### src/sv/rpa_pkg.sv
package rpa_pkg;

    localparam int ADDR_W   = 27;
    localparam int CFG_W    = 16;
    localparam int FREE_W   = 16;
    localparam int COUNT_W  = 8;
    localparam int STATUS_W = 3;

    typedef enum logic [1:0] {
        CMD_ALLOC = 2'd0,
        CMD_DROP  = 2'd1,
        CMD_ADD   = 2'd2,
        CMD_READ  = 2'd3
    } t_cmd;

    typedef enum logic [STATUS_W-1:0] {
        ST_OK   = 3'd0,
        ST_OOM  = 3'd1,
        ST_BAD  = 3'd2,
        ST_UNDR = 3'd3,
        ST_SAT  = 3'd4,
        ST_FULL = 3'd5
    } t_status;

    typedef struct packed {
        logic    wr_ref;
        logic    push;
        logic    pop;
        logic    take_fresh;
        t_status status;
    } t_ref_ctl;

endpackage

### src/sv/rpa_refcalc.sv
module rpa_refcalc #(
    parameter int REF_BITS = 8
) (
    input  rpa_pkg::t_cmd        i_cmd,
    input  logic                 i_bad,
    input  logic                 i_can_pop,
    input  logic                 i_can_fresh,
    input  logic                 i_stack_full,
    input  logic [REF_BITS-1:0]  i_count,
    output logic [REF_BITS-1:0]  o_new_count,
    output logic [REF_BITS-1:0]  o_count,
    output rpa_pkg::t_ref_ctl    o_ctl
);

    always_comb begin
        o_new_count       = i_count;
        o_count           = i_count;
        o_ctl.wr_ref      = 1'b0;
        o_ctl.push        = 1'b0;
        o_ctl.pop         = 1'b0;
        o_ctl.take_fresh  = 1'b0;
        o_ctl.status      = rpa_pkg::ST_OK;
        unique case (i_cmd)
            rpa_pkg::CMD_ALLOC: begin
                o_new_count = REF_BITS'(1);
                o_count     = REF_BITS'(1);
                if (i_can_pop) begin
                    o_ctl.pop    = 1'b1;
                    o_ctl.wr_ref = 1'b1;
                end else if (i_can_fresh) begin
                    o_ctl.take_fresh = 1'b1;
                    o_ctl.wr_ref     = 1'b1;
                end else begin
                    o_count      = '0;
                    o_ctl.status = rpa_pkg::ST_OOM;
                end
            end
            rpa_pkg::CMD_DROP: begin
                priority if (i_bad) begin
                    o_count      = '0;
                    o_ctl.status = rpa_pkg::ST_BAD;
                end else if (i_count == '0) begin
                    o_ctl.status = rpa_pkg::ST_UNDR;
                end else if (i_count == REF_BITS'(1) && i_stack_full) begin
                    o_ctl.status = rpa_pkg::ST_FULL;
                end else begin
                    o_new_count  = i_count - REF_BITS'(1);
                    o_count      = o_new_count;
                    o_ctl.wr_ref = 1'b1;
                    o_ctl.push   = (i_count == REF_BITS'(1));
                end
            end
            rpa_pkg::CMD_ADD: begin
                priority if (i_bad) begin
                    o_count      = '0;
                    o_ctl.status = rpa_pkg::ST_BAD;
                end else if (i_count == '1) begin
                    o_ctl.status = rpa_pkg::ST_SAT;
                end else begin
                    o_new_count  = i_count + REF_BITS'(1);
                    o_count      = o_new_count;
                    o_ctl.wr_ref = 1'b1;
                end
            end
            rpa_pkg::CMD_READ: begin
                if (i_bad) begin
                    o_count      = '0;
                    o_ctl.status = rpa_pkg::ST_BAD;
                end
            end
            default: begin
                o_ctl.status = rpa_pkg::ST_OK;
            end
        endcase
    end

endmodule
### config.mk
export PLATFORM = sky130hd
export DESIGN_NAME = rpa_refcalc
export DESIGN_NICKNAME = d
export VERILOG_FILES = /design/src/sv/rpa_pkg.sv /design/src/sv/rpa_refcalc.sv
export SDC_FILE = /design/constraint.sdc
export NUM_CORES = 1
export LEC_CHECK = 0
export ABC_AREA = 1
export BUFFER_PORTS_ARGS = -buffer_cell sky130_fd_sc_hd__buf_2
export CORE_ASPECT_RATIO = 1.75
export CORE_UTILIZATION = 35
export DETAILED_ROUTE_END_ITERATION = 10
export GPL_ROUTABILITY_DRIVEN = 0
export PLACE_DENSITY = 0.6
export SLEW_MARGIN = 25
export SYNTH_ARGS = -nofsm -noshare
export SYNTH_HDL_FRONTEND = slang
export SYNTH_SLANG_ARGS = --single-unit
### constraint.sdc
create_clock -name vclk -period 1.4
set_input_delay 0.07 -clock vclk [all_inputs]
set_output_delay 0.07 -clock vclk [all_outputs]
set_load 0.1 [all_outputs]
* Word-level counts from Yosys, hierarchy flattened *
Cells that the tools add are included.

storage, ports and cells
  register bits after elaboration = 0
  input bits = 14
  output and inout bits = 23
  logic and storage cells = 42

cells by class
  add/subtract/negate cells = 2
  equality and inequality tests = 5
  muxes and demuxes = 32
  reductions and logical operators = 3

operators by type and width
  kind                                                                   count
  8-bit two-way mux                                                      8
  8-bit case mux with 4 select lines                                     1
  8-bit case mux with 3 select lines                                     1
  3-bit two-way mux                                                      5
  3-bit case mux with 4 select lines                                     1
  2-bit two-way mux                                                      5
  1-bit two-way mux                                                      9
  8-bit by 1-bit adder with 8-bit output, second input constant          1
  8-bit by 1-bit equality test with 1-bit output, second input constant  1
  8-bit equality test, second input constant                             1
  8-bit zero test                                                        1
  8-bit by 1-bit subtractor with 8-bit output, second input constant     1
  2-bit equality test, second input constant                             2
  4-bit two-way mux                                                      1
  1-bit case mux with 3 select lines                                     1
  2-bit by 1-bit equality test with 1-bit output, second input constant  1
  2-bit zero test                                                        1
  1-bit logical AND                                                      1

* Logic depth before layout (Yosys ltp) *
  depth after elaboration = 6
  depth in mapped cells = 12
  gate-level depth less buffers = 11

* Worst setup path before layout *
Ideal clock, no wire load.

  kind = input to output
  start = in i_count[0]
  end = out o_ctl[2] (netlist name)
  arrival time = 2.878 ns
  required time = 1.330 ns
  path slack = -1.548 ns
  stages on the path = 5
  path buffers = 0
  cells stage by stage = ha_1 -> nand2_1 -> nor2_4 -> nand2_4 -> o32ai_1

RTL lines
  item             RTL line           source
  start, declared  rpa_refcalc.sv:9   input logic [REF_BITS-1:0] i_count,
  end, declared    rpa_refcalc.sv:12  output rpa_pkg::t_ref_ctl o_ctl

* Final worst setup path *
  start = in i_count[1]
  end = out o_count[2]

on the way
  cells in the longest elaborated chain, start to end = 6
  elaborated cells on any way between the ends = 12
  those cells by class = add/sub: 2; eq/ne: 2; mux: 6; reduce/logical: 2

RTL lines
  item                                                                                 RTL line           source
  branches (longest 5 deep; another with 8-bit by 1-bit subtractor with 8-bit output)  --
  8-bit case mux with 4 select lines *                                                 rpa_refcalc.sv:23  unique case (i_cmd)
  end, declared                                                                        rpa_refcalc.sv:11  output logic [REF_BITS-1:0] o_count,

Every way passes the cells marked *.

==> impl_table.tex <==
\begin{tabular}{lr}
\hline
Metric & Value \\
\hline
\multicolumn{2}{l}{\textbf{Synth}} \\
Post-synthesis compound-gate area fraction & 0.142 \\
Combinational family with the most area after synthesis & simple AND/OR/NAND/NOR gates \\
Dominant cell type by area after synthesis & sky130\_fd\_sc\_hd\_\_nand2\_1 \\
Post-Synthesis Cells & 221 \\
Number of distinct standard cells referenced by the synthesized netlist & 31 \\
Simple-gate share of the synthesized area & 0.623 \\
Leading post-synthesis cells by cell area & sky130\_fd\_sc\_hd\_\_nand2\_1 19\%, sky130\_fd\_sc\_hd\_\_nand3\_1 18\%, sky130\_fd\_sc\_hd\_\_inv\_1 9.9\%, sky130\_fd\_sc\_hd\_\_nor2\_1 7.9\%, sky130\_fd\_sc\_hd\_\_nor2\_4 6.0\% \\
Post-synthesis mux area share & 0 \\
Yosys warnings & 0 \\
Share of synthesized area occupied by flip-flops and latches & 0 \\
Adder and majority gate portion of the synthesized area & 0.0442 \\
Per-instance average area after synthesis & 5.13 µm² \\
Synthesized Nets & 239 \\
Area share of the largest cell type after synthesis & 0.192 \\
Netlist area before placement & 1130 µm² \\
Fraction of synthesized cell area in xor and xnor cells & 0.0232 \\
\multicolumn{2}{l}{\textbf{GRT}} \\
Total GRT Usage & 0.314 \\
Number of antenna violations at the first check in global routing & 0 \\
Global-route wire length before repair & 8470 µm \\
Sum of overflow across all layers after global routing & 0 \\
Vias in the first global route & 1978 \\
Pin count of the biggest net entering global routing & 10 \\
\multicolumn{2}{l}{\textbf{Layout}} \\
Number of cells in the finished layout apart from fillers & 362 \\
Total area of sequential cells & 0 µm² \\
Post-Layout Inst Area & 2710 µm² \\
N\_diodes & 0 \\
Fraction of final layout cells with drive strength greater than 1 & 0.639 \\
Final sequential cell count & 0 \\
Filler cells & 183 \\
Final-layout clock buffer total & 0 \\
Net count of the finished layout & 339 \\
Growth of design area from synthesis to finish & 139\% \\
Share of the core filled with cells & 0.873 \\
\multicolumn{2}{l}{\textbf{Route}} \\
Vias after detailed routing & 2081 \\
Number of DRC markers in iteration 0 & 147 \\
DRT Pass-1 Iters & 5 \\
Final WL & 6670 µm \\
Remaining design rule violation count & 0 \\
Routed Antenna Nets & 0 \\
Routed wire per std cell & 18.4 µm \\
Post-detailed-route via-to-cell ratio & 5.75 \\
\multicolumn{2}{l}{\textbf{Worst setup path}} \\
Startpoint types & primary input \\
CP Data Arrival Time & 1470 ps \\
Crit path max fanout & 5 \\
Required time of the critical path & 1330 ps \\
Crit path kind & in2out \\
Endpoint kind of the worst setup timing path & output port \\
\multicolumn{2}{l}{\textbf{STA}} \\
Tightest Pin Transition & 485 ps \\
Peak Freq & 0.648 GHz \\
Final period util & 1.10 \\
RSZ-0062 raised after global routing & true \\
Remaining max-slew budget at the tightest pin & 0.673 \\
Final count of hold timing violations & 0 \\
Fin crit period & 1540 ps \\
Worst setup slack after layout & -144 ps \\
Final count of negative-setup-slack endpoints & 17 \\
Total count of max-transition violations in the final report & 0 \\
\multicolumn{2}{l}{\textbf{Placement}} \\
Post-DP HPWL & 4000 µm \\
DP Worst Slack & -229 ps \\
Number of buffer cells added on primary ports & 37 \\
Inst Count DP & 350 \\
Placed inst area & 2340 µm² \\
\multicolumn{2}{l}{\textbf{Die}} \\
Die area & 3480 µm² \\
I/O pin count & 37 \\
Horizontal die dimension & 45.0 µm \\
Effective utilization at floorplan & 0.365 \\
Placeable core region & 3110 µm² \\
Die H & 77.3 µm \\
Number of rows in the core area & 27 \\
\multicolumn{2}{l}{\textbf{Flow run}} \\
Max-cap check violation count & 0 \\
\multicolumn{2}{l}{\textbf{Pwr}} \\
Power density over cell area & 466 nW/µm² \\
Standby leakage power & 1.28 nW \\
Maximum vdd ir drop & 0.495 mV \\
\multicolumn{2}{l}{\textbf{Min path}} \\
Path category of the worst min-delay check & in2out \\
\multicolumn{2}{l}{\textbf{Status}} \\
Outcome & finished with violations \\
Failing checks & negative setup slack \\
\hline
\end{tabular}
## cell usage in the layout (no fill, tap or decap), drive strengths merged
| cell | netlist | routed |
|---|---|---|
| ha | 4 | 4 |
| a31oi | 2 | 2 |
| a21oi | 6 | 6 |
| inv | 35 | 33 |
| nand4 | 4 | 4 |
| o21ai | 12 | 12 |
| o311ai | 1 | 1 |
| nand3 | 43 | 43 |
| nand2 | 64 | 64 |
| nor2 | 32 | 32 |
| a32o | 1 | 1 |
| clkinv | 2 | 2 |
| o211ai | 2 | 2 |
| clkbuf | 1 | 1 |
| o32ai | 1 | 1 |
| clkinvlp | 0 | 2 |
| buf | 5 | 103 |
| xor2 | 3 | 3 |
| nor3 | 3 | 3 |
## cell usage after synthesis
cell and number:
sky130_fd_sc_hd__a31oi_1 2, sky130_fd_sc_hd__o21ai_1 3, sky130_fd_sc_hd__o211ai_2 1, sky130_fd_sc_hd__buf_6 3
sky130_fd_sc_hd__a21oi_1 4, sky130_fd_sc_hd__buf_2 1, sky130_fd_sc_hd__clkinv_1 1, sky130_fd_sc_hd__nand2_4 2
sky130_fd_sc_hd__o21ai_2 1, sky130_fd_sc_hd__nand3_2 3, sky130_fd_sc_hd__xor2_1 3, sky130_fd_sc_hd__clkinv_2 1
sky130_fd_sc_hd__nor3_1 3, sky130_fd_sc_hd__o21ai_0 8, sky130_fd_sc_hd__a32o_1 1, sky130_fd_sc_hd__nor2_2 2
sky130_fd_sc_hd__clkbuf_1 1, sky130_fd_sc_hd__nor2_4 6, sky130_fd_sc_hd__o311ai_1 1, sky130_fd_sc_hd__a21oi_2 2
sky130_fd_sc_hd__ha_1 4, sky130_fd_sc_hd__nand2_1 58, sky130_fd_sc_hd__nand3_1 40, sky130_fd_sc_hd__nor2_1 24
sky130_fd_sc_hd__buf_4 1, sky130_fd_sc_hd__inv_1 30, sky130_fd_sc_hd__o32ai_1 1, sky130_fd_sc_hd__nand4_1 4
sky130_fd_sc_hd__o211ai_1 1, sky130_fd_sc_hd__inv_2 5, sky130_fd_sc_hd__nand2_2 4
## power by group
| part | leakage (nW) | switching (W) | internal [W] | total [W] |
|---|---|---|---|---|
| registers | 0 | 0 | 0 | 0 |
| clock network | 0 | 0 | 0 | 0 |
| logic | 1.28 | 0.000795 | 0.000469 | 0.00126 |
| total | 1.28 | 0.000795 | 0.000469 | 0.00126 |
## per-stage QoR
step	hold WS, ps	total power (W)	TNS (ps)
3_3_place_gp	472	0.00111	-2700
3_5_place_dp	473	0.00112	-3230
6_report	482	0.00126	-1530
5_1_grt	493	0.00131	-2550
2_1_floorplan	247	0.000688	-2590
4_1_cts	474	0.00118	-469
## final cells by class
| class | instances | area [µm²] | area share |
|---|---|---|---|
| repair buffers | 104 | 1130 | 0.417 |
| multi-input cells | 178 | 1360 | 0.502 |
| well taps | 43 | 53.8 | 0.0198 |
| inverters | 37 | 168 | 0.0618 |
## timing repair
item                                    in CTS  in global routing
endpoints found under the setup margin      21                 21
resized for setup                           45                 39
hold buffers                                 0                  0
pin swaps                                   14                 17
setup buffers                                6                  6
## kinds of logic after synthesis
kind of cell / after synthesis
buf+inv: 43
fa+ha+maj: 4
simple gates: 146
compound gates: 25
xor+xnor: 3
## per-layer routing
metal | share of wire | GRT usage
met2 | 0.55 | 0.555
met1 | 0.33 | 0.325
met4 | 0.051 | 0.206
met3 | 0.065 | 0.0282
met5 | 0 | 0
## final timing paths
| check | cells after the start | end | slack [ps] | from |
|---|---|---|---|---|
| hold / removal | 3 | o_ctl[3] | 480 | i_can_pop |
| setup / recovery | 13 | o_count[2] | -140 | i_count[1] |
## worst max-delay path, cell delays in order
cell and delay, ps:
sky130_fd_sc_hd__buf_8 80, sky130_fd_sc_hd__buf_6 90, sky130_fd_sc_hd__ha_4 140, sky130_fd_sc_hd__nand2_4 60
sky130_fd_sc_hd__nor2_4 160, sky130_fd_sc_hd__nand2_4 110, sky130_fd_sc_hd__buf_4 150, sky130_fd_sc_hd__nand3_2 90
sky130_fd_sc_hd__nand2_4 70, sky130_fd_sc_hd__o21ai_2 70, sky130_fd_sc_hd__nand2_1 80, sky130_fd_sc_hd__nand2_2 110
sky130_fd_sc_hd__buf_12 180
Note: power is estimated with default switching activity, not from simulation.
